[src/rtl/core/sdpg_pkg.sv]
`timescale 1ns / 1ps
// ----------------------------------------------------------------------------
// sdpg_pkg : shared constants for the step/direction pulse generator
// Field widths, register indices, reset values and derived divider sizes.
// ----------------------------------------------------------------------------
package sdpg_pkg;

  // Position kept internally at POS_W bits, presented on the port at OUT_POS_W
  localparam int POS_W            = 32;
  localparam int OUT_POS_W        = 32;

  // Timebase: ticks per second (one tick per microsecond)
  localparam int TICKS_PER_SECOND = 1000000;

  // Field widths
  localparam int RATE_W           = 16;
  localparam int PERIOD_W         = 20;
  localparam int SETUP_W          = 10;
  localparam int WIDTH_W          = 10;

  // Stream payload widths (packed, rounded up to whole bytes)
  localparam int IN_DATA_W        = 56;
  localparam int OUT_DATA_W       = 40;

  // Configuration port
  localparam int CFG_IDX_W        = 2;
  localparam int CFG_DATA_W       = 16;

  localparam logic [CFG_IDX_W-1:0] REG_DIR_SETUP    = 2'd0;
  localparam logic [CFG_IDX_W-1:0] REG_PULSE_WIDTH  = 2'd1;
  localparam logic [CFG_IDX_W-1:0] REG_DEFAULT_RATE = 2'd2;
  localparam logic [CFG_IDX_W-1:0] REG_ALARM_WIRED  = 2'd3;

  // Register reset values
  localparam int SETUP_RESET        = 5;
  localparam int WIDTH_RESET        = 5;
  localparam int DEFAULT_RATE_RESET = 1000;

  // Step period limits; the reset period is worked out at elaboration
  localparam logic [PERIOD_W-1:0] PERIOD_MAX = '1;
  localparam int PERIOD_RAW   = TICKS_PER_SECOND / DEFAULT_RATE_RESET;
  localparam int PERIOD_RESET = (PERIOD_RAW > (2 ** PERIOD_W) - 1) ?
                                ((2 ** PERIOD_W) - 1) : PERIOD_RAW;

  // Bit-serial divider sizing: dividend/quotient shift register width
  localparam int TICKS_W    = $clog2(TICKS_PER_SECOND + 1);
  localparam int DIV_W      = (TICKS_W > PERIOD_W) ? TICKS_W : PERIOD_W;
  localparam int DIV_CNT_W  = $clog2(DIV_W);

  // Bit-serial position pass
  localparam int PASS_CNT_W = $clog2(POS_W);

endpackage

[src/rtl/core/step_dir_pulse_generator.sv]
`timescale 1ns / 1ps
// ----------------------------------------------------------------------------
// step_dir_pulse_generator : stepper step/direction pulse generator
// One input transaction per microsecond tick. Holds position and goal, runs
// the setup / pulse high / pulse low / gap sequence, tracks the drive alarm.
// ----------------------------------------------------------------------------
//
//  Channel   Signals                          Direction  Content
//  --------  -------------------------------  ---------  ------------------------
//  s_*       s_tvalid s_tready s_tdata s_tuser  in       one tick, optional command
//  m_*       m_tvalid m_tready m_tdata          out      line levels and status
//  cfg_*     cfg_we cfg_index cfg_data          in       register writes
//
//  A tick runs through accept, timer update, a bit-serial position pass,
//  step start and result load. A command tick with a non-zero step rate
//  also runs the one-bit-a-cycle period divider; a default rate write keeps
//  s_tready low in its write cycle and while the divider runs after it.
//  Reset (rst, synchronous) clears position, goal and phase and loads the
//  default rate and its period. A stalled m_tready holds the result register;
//  the next tick is accepted and worked on meanwhile, and waits at load.
//
module step_dir_pulse_generator
  import sdpg_pkg::*;
(
  input  logic                  clk,
  input  logic                  rst,
  // Input stream
  input  logic                  s_tvalid,
  output logic                  s_tready,
  input  logic [IN_DATA_W-1:0]  s_tdata,   // [31:0] target_position, [47:32] cmd_step_rate,
                                           // [48] alarm_level, [55:49] zero
  input  logic                  s_tuser,   // [0] cmd_valid
  // Output stream
  output logic                  m_tvalid,
  input  logic                  m_tready,
  output logic [OUT_DATA_W-1:0] m_tdata,   // [0] pulse_pos, [1] pulse_neg, [2] dir_pos,
                                           // [3] dir_neg, [35:4] position, [36] moving,
                                           // [37] fault, [38] fault_raised,
                                           // [39] fault_cleared
  // Configuration writes
  input  logic                  cfg_we,
  input  logic [CFG_IDX_W-1:0]  cfg_index,
  input  logic [CFG_DATA_W-1:0] cfg_data
);

  // Sequencer states
  localparam logic [2:0] ST_IDLE  = 3'd0;
  localparam logic [2:0] ST_DIV   = 3'd1;
  localparam logic [2:0] ST_TIMER = 3'd2;
  localparam logic [2:0] ST_PASS  = 3'd3;
  localparam logic [2:0] ST_START = 3'd4;
  localparam logic [2:0] ST_EMIT  = 3'd5;

  // Step phases
  localparam logic [2:0] PH_IDLE  = 3'd0;
  localparam logic [2:0] PH_SETUP = 3'd1;
  localparam logic [2:0] PH_HIGH  = 3'd2;
  localparam logic [2:0] PH_LOW   = 3'd3;
  localparam logic [2:0] PH_GAP   = 3'd4;

  logic [2:0]            state;
  logic                  tick_pending;

  // Configuration
  logic [SETUP_W-1:0]    dir_hold_us;
  logic [WIDTH_W-1:0]    pulse_width_us;
  logic                  alarm_wired;

  // Motion state
  logic [POS_W-1:0]      cur;
  logic [POS_W-1:0]      goal;
  logic [PERIOD_W-1:0]   period_us;
  logic [2:0]            phase;
  logic [PERIOD_W-1:0]   phase_count;
  logic                  going_forward;
  logic                  fault_prev;

  // Per-tick alarm status
  logic                  alarm_fault;
  logic                  alarm_raise;
  logic                  alarm_clear;

  // Divider
  logic [RATE_W-1:0]     divisor;
  logic [RATE_W-1:0]     rem;
  logic [DIV_W-1:0]      dq;
  logic [DIV_W-1:0]      dq_next;
  logic [DIV_CNT_W-1:0]  div_cnt;
  logic [RATE_W:0]       rem_sh;
  logic                  div_ge;
  logic [RATE_W-1:0]     rem_next;
  logic [PERIOD_W-1:0]   quot_sat;

  // Serial position pass
  logic [PASS_CNT_W-1:0] pass_cnt;
  logic                  step_inc;
  logic                  carry;
  logic                  pos_eq;
  logic                  goal_gt;
  logic                  bit_cur;
  logic                  bit_goal;
  logic                  bit_new;
  logic                  carry_next;
  logic                  last_bit;
  logic                  gt_bit;

  // Timer
  logic [PERIOD_W-1:0]   width_eff;
  logic [PERIOD_W-1:0]   cnt_dec;
  logic [2:0]            phase_next;
  logic [PERIOD_W-1:0]   count_next;
  logic                  step_inc_next;

  logic                  s_fire;
  logic                  cfg_rate_wr;
  logic [RATE_W-1:0]     cmd_rate;
  logic [RATE_W-1:0]     cfg_rate;

  // a default rate write in the idle cycle holds off the input for that cycle
  assign cfg_rate_wr = cfg_we && (cfg_index == REG_DEFAULT_RATE);
  assign s_tready    = (state == ST_IDLE) && !cfg_rate_wr;
  assign s_fire      = s_tvalid & s_tready;
  assign cmd_rate    = s_tdata[47:32];
  assign cfg_rate    = (cfg_data[RATE_W-1:0] == '0) ? RATE_W'(1) : cfg_data[RATE_W-1:0];

  // Restoring divider step: one quotient bit a cycle unless a default rate write restarts it
  assign rem_sh   = {rem, dq[DIV_W-1]};
  assign div_ge   = rem_sh >= {1'b0, divisor};
  assign rem_next = div_ge ? RATE_W'(rem_sh - {1'b0, divisor}) : rem_sh[RATE_W-1:0];
  assign dq_next  = {dq[DIV_W-2:0], div_ge};
  assign quot_sat = (dq_next > DIV_W'(PERIOD_MAX)) ? PERIOD_MAX : dq_next[PERIOD_W-1:0];

  // Serial increment/decrement and compare, LSB first
  assign bit_cur    = cur[0];
  assign bit_goal   = goal[0];
  assign bit_new    = bit_cur ^ carry;
  assign carry_next = going_forward ? (bit_cur & carry) : (~bit_cur & carry);
  assign last_bit   = (pass_cnt == PASS_CNT_W'(POS_W - 1));
  // sign bit compares inverted for a signed result
  assign gt_bit     = last_bit ? (~bit_goal & bit_new) : (bit_goal & ~bit_new);

  // Phase timer for one tick
  assign width_eff = (pulse_width_us == '0) ? PERIOD_W'(1) : PERIOD_W'(pulse_width_us);
  assign cnt_dec   = (phase_count != '0) ? phase_count - 1'b1 : phase_count;

  always_comb begin
    phase_next    = phase;
    count_next    = phase_count;
    step_inc_next = 1'b0;
    if (phase != PH_IDLE) begin
      count_next = cnt_dec;
      if (cnt_dec == '0) begin
        case (phase)
          PH_SETUP: begin
            phase_next = PH_HIGH;
            count_next = width_eff;
          end
          PH_HIGH: begin
            phase_next = PH_LOW;
            count_next = width_eff;
          end
          PH_LOW: begin
            step_inc_next = 1'b1;
            if (period_us == '0) begin
              phase_next = PH_IDLE;
              count_next = '0;
            end else begin
              phase_next = PH_GAP;
              count_next = period_us;
            end
          end
          default: begin
            phase_next = PH_IDLE;
            count_next = '0;
          end
        endcase
      end
    end
  end

  // Sequencer and datapath
  always_ff @(posedge clk) begin
    if (rst) begin
      state          <= ST_IDLE;
      tick_pending   <= 1'b0;
      dir_hold_us    <= SETUP_W'(SETUP_RESET);
      pulse_width_us <= WIDTH_W'(WIDTH_RESET);
      alarm_wired    <= 1'b0;
      divisor        <= RATE_W'(DEFAULT_RATE_RESET);
      period_us      <= PERIOD_W'(PERIOD_RESET);
      cur            <= '0;
      goal           <= '0;
      phase          <= PH_IDLE;
      phase_count    <= '0;
      going_forward  <= 1'b0;
      fault_prev     <= 1'b0;
      alarm_fault    <= 1'b0;
      alarm_raise    <= 1'b0;
      alarm_clear    <= 1'b0;
      m_tvalid       <= 1'b0;
    end else begin
      // result taken; a load in the same cycle keeps it valid
      if (m_tvalid && m_tready && (state != ST_EMIT)) begin
        m_tvalid <= 1'b0;
      end

      // plain register writes take effect in any state
      if (cfg_we) begin
        case (cfg_index)
          REG_DIR_SETUP:   dir_hold_us    <= cfg_data[SETUP_W-1:0];
          REG_PULSE_WIDTH: pulse_width_us <= cfg_data[WIDTH_W-1:0];
          REG_ALARM_WIRED: alarm_wired    <= cfg_data[0];
          default: ;
        endcase
      end

      case (state)
        ST_IDLE: begin
          if (cfg_rate_wr) begin
            // a default rate write reloads the period
            divisor      <= cfg_rate;
            rem          <= '0;
            dq           <= DIV_W'(TICKS_PER_SECOND);
            div_cnt      <= DIV_CNT_W'(DIV_W - 1);
            tick_pending <= 1'b0;
            state        <= ST_DIV;
          end else if (s_fire) begin
            // alarm tracking
            if (alarm_wired) begin
              alarm_fault <= ~s_tdata[48];
              alarm_raise <= ~s_tdata[48] & ~fault_prev;
              alarm_clear <= s_tdata[48] & fault_prev;
              fault_prev  <= ~s_tdata[48];
            end else begin
              alarm_fault <= 1'b0;
              alarm_raise <= 1'b0;
              alarm_clear <= 1'b0;
            end
            // command acceptance
            if (s_tuser) begin
              goal <= POS_W'($signed(s_tdata[31:0]));
            end
            if (s_tuser && (cmd_rate != '0)) begin
              divisor      <= cmd_rate;
              rem          <= '0;
              dq           <= DIV_W'(TICKS_PER_SECOND);
              div_cnt      <= DIV_CNT_W'(DIV_W - 1);
              tick_pending <= 1'b1;
              state        <= ST_DIV;
            end else begin
              state <= ST_TIMER;
            end
          end
        end

        ST_DIV: begin
          if (cfg_rate_wr && !tick_pending) begin
            // back-to-back default rate write restarts the divider
            divisor <= cfg_rate;
            rem     <= '0;
            dq      <= DIV_W'(TICKS_PER_SECOND);
            div_cnt <= DIV_CNT_W'(DIV_W - 1);
          end else begin
            rem     <= rem_next;
            dq      <= dq_next;
            div_cnt <= div_cnt - 1'b1;
            if (div_cnt == '0) begin
              // last quotient bit: period is ready; a pending tick goes on to its timer
              period_us <= quot_sat;
              state     <= tick_pending ? ST_TIMER : ST_IDLE;
            end
          end
        end

        ST_TIMER: begin
          phase       <= phase_next;
          phase_count <= count_next;
          step_inc    <= step_inc_next;
          carry       <= step_inc_next;
          pos_eq      <= 1'b1;
          goal_gt     <= 1'b0;
          pass_cnt    <= '0;
          state       <= ST_PASS;
        end

        ST_PASS: begin
          // one bit of position and goal a cycle, both rotate back in place
          cur      <= {bit_new, cur[POS_W-1:1]};
          goal     <= {bit_goal, goal[POS_W-1:1]};
          carry    <= carry_next;
          pos_eq   <= pos_eq & (bit_new == bit_goal);
          goal_gt  <= gt_bit | (~(bit_goal ^ bit_new) & goal_gt);
          pass_cnt <= pass_cnt + 1'b1;
          if (last_bit) begin
            state <= ST_START;
          end
        end

        ST_START: begin
          // a new step starts from idle when the goal differs
          if ((phase == PH_IDLE) && !pos_eq) begin
            going_forward <= goal_gt;
            if (dir_hold_us == '0) begin
              phase       <= PH_HIGH;
              phase_count <= width_eff;
            end else begin
              phase       <= PH_SETUP;
              phase_count <= PERIOD_W'(dir_hold_us);
            end
          end
          state <= ST_EMIT;
        end

        ST_EMIT: begin
          // load the result register once it is free
          if (!m_tvalid || m_tready) begin
            m_tvalid <= 1'b1;
            m_tdata  <= {alarm_clear, alarm_raise, alarm_fault,
                         (phase != PH_IDLE),
                         OUT_POS_W'($signed(cur)),
                         ~going_forward, going_forward,
                         (phase != PH_HIGH), (phase == PH_HIGH)};
            state    <= ST_IDLE;
          end
        end

        default: state <= ST_IDLE;
      endcase
    end
  end

  // Checks
  a_count_live: assert property (@(posedge clk) disable iff (rst)
    (state == ST_IDLE && phase != PH_IDLE) |-> (phase_count != '0))
    else $error("active phase with zero count between ticks");

  a_idle_at_goal: assert property (@(posedge clk) disable iff (rst)
    (state == ST_IDLE && phase == PH_IDLE) |-> (cur == goal))
    else $error("idle phase while position differs from goal");

  a_dir_on_start: assert property (@(posedge clk) disable iff (rst)
    (state != ST_START) |=> $stable(going_forward))
    else $error("direction changed outside step start");

  a_step_inc_idle: assert property (@(posedge clk) disable iff (rst)
    (state == ST_PASS && step_inc) |-> (phase == PH_GAP || phase == PH_IDLE))
    else $error("position step outside end of pulse");

endmodule
[config.mk]
export PLATFORM = sky130hd
export DESIGN_NAME = step_dir_pulse_generator
export DESIGN_NICKNAME = d
export VERILOG_FILES = /design/src/rtl/core/sdpg_pkg.sv /design/src/rtl/core/step_dir_pulse_generator.sv
export SDC_FILE = /design/constraint.sdc
export NUM_CORES = 1
export LEC_CHECK = 0
export BUFFER_PORTS_ARGS = -buffer_cell sky130_fd_sc_hd__buf_2
export CAP_MARGIN = 5
export CORE_MARGIN = 4
export CORE_UTILIZATION = 39
export DETAILED_ROUTE_END_ITERATION = 10
export GPL_TIMING_DRIVEN = 0
export PLACE_DENSITY_LB_ADDON = 0.05
export SYNTH_ARGS = -nofsm -noshare
export SYNTH_HDL_FRONTEND = slang
export SYNTH_SLANG_ARGS = --single-unit
[constraint.sdc]
create_clock -name clk -period 21.3 [get_ports clk]
set_input_delay 0 -clock clk [delete_from_list [all_inputs] [get_ports clk]]
set_output_delay 0 -clock clk [all_outputs]
set_load 0.02 [all_outputs]
Yosys cells after proc, flatten, opt, wreduce, memory -nomap -nowiden
Cells that the tools add are included.

$add $sub $neg: 4. $lt $le $gt $ge: 2. Eq/ne operators: 28. Mux-type cells: 70. Bitwise operators: 22. Reductions and logical operators: 47.

Operators with widths (number): 20-bit 2-to-1 mux (10); 16-bit 2-to-1 mux (10); 20-bit case mux with 2 select lines (3); 32-bit 2-to-1 mux (3); 16-bit case mux with 2 select lines (2); 32-bit case mux with 2 select lines (1); 20-bit zero test (2); 3-bit 2-to-1 mux (10); 2-bit != test (second input constant) (11); 20-bit greater-than comparator (second input constant) (1); 10-bit zero test (2); 10-bit 2-to-1 mux (2); 5-bit 2-to-1 mux (4); 5-bit case mux with 2 select lines (2); 4-bit AND reduction (5); 20-bit nonzero test (1); 20-bit by 1-bit subtractor with 20-bit output (second input constant) (1); 3-bit case mux with 6 select lines (1); 17-bit by 16-bit greater-or-equal comparator with 1-bit output (1); 16-bit zero test (1); 16-bit nonzero test (1); 16-bit subtractor (1); 3-bit AND reduction (5); 1-bit 2-to-1 mux (14); 30 further kinds (79).

Bits in registers: 243. Input port bits: 80. Output and inout port bits: 42. Word-level logic and storage cells: 198.

Depth between registers and ports, before layout
Word-level depth: 8. Gate-level depth with buffers: 10. Depth with buffers taken out: 10.

Worst setup path after synthesis
Ideal clock, no wire load.

Path kind: register to register. From: reg state[0]. To: reg div_cnt[0], enable pin. Library setup time: 0.661 ns. Data arrival time: 7.427 ns. Setup slack: 13.212 ns. Cell stages (with the launch flop): 5. Buffers on the path: 1. Cell sequence: dfxtp_1 > clkbuf_1 > nor3_1 > and2_1 > a2111oi_0.

Cells in the longest elaborated chain, start to end: 5. Elaborated cells between the ends (all ways): 8.

Ends and longest elaborated chain: from (decl) (line step_dir_pulse_generator.sv:61) `logic [2:0] state;`; from (signal assigned) (line step_dir_pulse_generator.sv:270) `state <= tick_pending ? ST_TIMER : ST_IDLE;`; 3-bit zero test (line step_dir_pulse_generator.sv:121) `assign s_tready = (state == ST_IDLE) && !cfg_rate_wr;`; 1-bit logical AND (line step_dir_pulse_generator.sv:121); net s_tready (line step_dir_pulse_generator.sv:29) `output logic s_tready,`; 1-bit bitwise AND (line step_dir_pulse_generator.sv:122) `assign s_fire = s_tvalid & s_tready;`; 3-bit != test (no line); 4-bit AND reduction (no line); to (signal assigned) (line step_dir_pulse_generator.sv:224) `div_cnt <= DIV_CNT_W'(DIV_W - 1);`; to (signal assigned) (line step_dir_pulse_generator.sv:247) `div_cnt <= DIV_CNT_W'(DIV_W - 1);`; to (signal assigned) (line step_dir_pulse_generator.sv:262) `div_cnt <= DIV_CNT_W'(DIV_W - 1);`; to (decl) (line step_dir_pulse_generator.sv:88) `logic [DIV_CNT_W-1:0] div_cnt;`.

The timed path passes the listed nets, and every way through them passes these cells. A chain may end at the register's enable or synchronous reset.

Final worst setup path
From: reg phase_count[0]. To: reg phase_count[6].

Cells in the longest elaborated chain, start to end: 6. Elaborated cells between the ends (all ways): 7.

Ends and longest elaborated chain: from (decl) (line step_dir_pulse_generator.sv:74) `logic [PERIOD_W-1:0] phase_count;`; from (signal assigned) (line step_dir_pulse_generator.sv:277) `phase_count <= count_next;`; from (signal assigned) (line step_dir_pulse_generator.sv:305) `phase_count <= width_eff;`; from (signal assigned) (line step_dir_pulse_generator.sv:308) `phase_count <= PERIOD_W'(dir_hold_us);`; 20-bit by 1-bit subtractor with 20-bit output / 20-bit nonzero test (equally long branches) (line step_dir_pulse_generator.sv:144) `assign cnt_dec = (phase_count != '0) ? phase_count - 1'b1 : phase_count;`; 20-bit 2-to-1 mux * (line step_dir_pulse_generator.sv:144); 20-bit zero test (line step_dir_pulse_generator.sv:152) `if (cnt_dec == '0) begin`; 20-bit 2-to-1 mux * (line step_dir_pulse_generator.sv:152); 20-bit 2-to-1 mux * (line step_dir_pulse_generator.sv:150) `if (phase != PH_IDLE) begin`; 20-bit case mux with 2 select lines * (line step_dir_pulse_generator.sv:217) `case (state)`.

Mark *: on every way between the ends. The rest lies on a longest branch, timed or not. The select of a mux whose other input is x is not followed.

==> metrics <==
run status=complete, no violations; Finished Layout Cells=between 1,500 and 2,000; commonest non-fill, non-tap cells in the layout=236 x nand2_1, 154 x dfxtp_1, 135 x nor2_1; R2R Path End=phase_count[6]$_SDFFE_PP0P_; Layout area overhead=24.5%; dominant synthesized flop cell=dfxtp_1; Longest Clk Path Bufs=3; period utilization=15.6%; Reg clk slew, reported paths=about 0.070 ns; Slew @ Worst Pin=around 1.3 ns; placed wire-length estimate=24.4 mm; Mapped Area=about 12,000 µm²; Yosys cell types=72; maximum vdd ir drop=75.2 µV; Startpoint Class=register; setup TNS=0 ns; I/O pin total=122; gp weighted congestion=0.924; CP Data Required Time=21.72 ns; WP data arrival=3.75 ns; max_cap viols=0; overall routed net length=around 34 mm; Slew HR=13.8%; Starting Density=roughly two fifths; die area=32,400 µm²; drt initial violations=623; Setup WS pre-CTS=18.05 ns; Setup crit end kind=register; Post-CTS Resized=0; min cycle time layout=3.33 ns; Peak Freq=300 MHz; PnR Total Power=between 1000 and 1500 µW; Syn Area/Cell=about 9.1 µm²; number of flops mapped to enable cells by yosys=89; num rows=62; LEAKAGE=0.00548 µW; CTS tree=done; largest net degree at the start of global routing=28; Vias=around 10,000; TritonCTS Buffers=27; Vias per Instance=roughly 5.3; Mapped Cells=about 1,300; total gr overflow=0; clk_skew=0.00698 ns; placed cells=1,775; ys async rst share=0%; number of global-route vias before repair=approximately 10,000; clk_lat worst skew=0.54 ns; first-pass GRT wire length=54.1 mm; area of the multi-input gates=approximately 5400 µm²; CP Class=register to register; wire per inst=between 15 and 20 µm; Setup-failing EPs final=0; CP startpoint=phase_count[0]$_SDFFE_PP0P_; clk root buf=clkbuf_16; layout cells sized above 1=13.3%; yosys warns=0; flops & latches, synth=roughly 240; die width=180 µm; Sinks on Clock Net=243; n_diodes=0; Detail Route Antenna Nets=0; crit path capture=phase_count[6]$_SDFFE_PP0P_; max-slew violation count=0; flop-to-flop setup slack=17.97 ns; RSZ-0062 raised after global routing=false; core area=28,900 µm²; final worst setup slack=around 18 ns; Hold/Removal Path Class=input port to register; pwr dens=between 80 and 90 nW/µm²; Sequential cell area=between 5000 and 6000 µm²; drt pass-1 iters=5; Hold Fails Final Rpt=0; htree depth=1; initial antenna violation count=0; I/O Buffers=about 110; drc violations=0; post-synthesis sequential area ratio=49.8%; syn nets=around 1,400; CP max FO=10; filler cell count=2,776; Die Span Y=between 150 and 200 µm; GR Util All Layers=roughly 20%; worst r2r path cells=10; r2r startpoint=phase_count[0]$_SDFFE_PP0P_; most common cell after layout, fill and taps aside=nand2_1; Final Net Count=1,599
-- cell usage after synthesis, types with 5 or more instances --
cell type,number,area [µm²]
o31ai_1,7,52.6
nand2b_1,12,75.1
or3_1,13,81.3
a21o_1,5,37.5
nand3_1,40,200
nor2_1,136,510
nand2_1,236,886
o21ai_0,32,160
inv_1,34,128
nand3b_1,5,37.5
nand4_1,9,56.3
a22o_1,7,61.3
a21oi_1,93,465
o311ai_0,8,70.1
nor3_1,29,145
or2_2,6,37.5
ha_1,23,288
nor4_1,26,163
xor2_1,8,70.1
clkbuf_1,65,244
or4_1,6,45.0
edfxtp_1,89,2670
a211oi_1,15,113
a31oi_1,5,31.3
buf_1,8,30.0
mux2i_1,36,360
a311oi_1,44,385
and2_1,18,113
a22oi_1,8,60.1
dfxtp_1,154,3080
xnor2_1,15,131
-- layer usage --
layer	vias up	part of all wire [%]	track usage [%]
li1	5050	-	-
met1	4772	48	28.3
met2	223	46	33.0
met3	66	3.5	2.50
met4	0	2.8	5.44
met5	-	0	0
-- worst min-delay path by stage --
stage            startpoint                        endpoint  slack [ns]  cells past startpoint
5_1_grt        cfg_data[14]         divisor[0]$_SDFFE_PP0P_        0.12                      6
3_3_place_gp     s_tdata[7]            goal[7]$_SDFFE_PP0P_        0.28                      3
4_1_cts        cfg_data[14]         divisor[0]$_SDFFE_PP0P_        0.08                      6
6_report       cfg_data[14]         divisor[0]$_SDFFE_PP0P_        0.09                      6
3_5_place_dp    s_tdata[21]           goal[21]$_SDFFE_PP0P_        0.28                      3
2_1_floorplan   cfg_data[0]  pulse_width_us[0]$_SDFFE_PP1P_        0.13                      2
-- stage by stage --
step	hold slack [ns]	utilization [%]	area, µm²
detailed placement	0.279	43.8	12700
global placement	0.277	43.5	12600
CTS	0.0757	49.7	14400
finish	0.0945	49.7	14400
global route	0.121	49.7	14400
floorplan	0.125	-	11500
-- layout make-up --
| class | instances | area share, % |
|---|---|---|
| Clock buffer | 34 | 5.32 |
| Clock inverter | 16 | 1.24 |
| Multi-Input combinational cell | 914 | 37.3 |
| Tap cell | 384 | 3.34 |
| Timing Repair Buffer | 196 | 9.69 |
| Buffer | 78 | 2.12 |
| Inverter | 35 | 0.914 |
| Sequential cell | 243 | 40.0 |
-- critical path, stage by stage (launching register included) --
cell	delay [ns]
dfxtp_1	0.38
inv_1	0.14
ha_1	0.29
nor3b_2	0.38
nand4_2	0.23
or3_4	0.40
a2111oi_2	0.44
and4_1	0.29
buf_6	0.16
a211oi_1	0.09
a2111oi_1	0.40
-- logic make-up (layout without fill, tap and decap cells) --
family,count (synthesis),in the layout,synth area share (%)
AOI/OAI and AO/OA,264,264,15.6
xor gates and xnor gates,24,24,1.89
adders and majority gates,24,24,2.67
and+or+nand+nor,565,565,23.0
muxes,37,37,3.22
DFF,243,243,49.8
buffers and inverters,113,359,3.78
-- flip-flops by register name, indices dropped and copies added, names as in the netlist, 3 cells and up --
signal          cells
cur                32
goal               32
divisor            16
period_us          20
state               3
rem                16
pass_cnt            5
div_cnt             5
dq                 20
dir_hold_us        10
m_tdata            40
phase               3
phase_count        20
pulse_width_us     10
-- power by group --
part / switching (µW) / total, µW / internal (µW)
clock network: 197 / 490 / 293
registers: 15.7 / 526 / 511
logic: 131 / 218 / 87.6
-- repair_timing --
action	CTS	global route
hold buffers	75	0
hold endpoints to repair	78	0
buffers inserted	0	0
(Power assumes the default switching activity.)
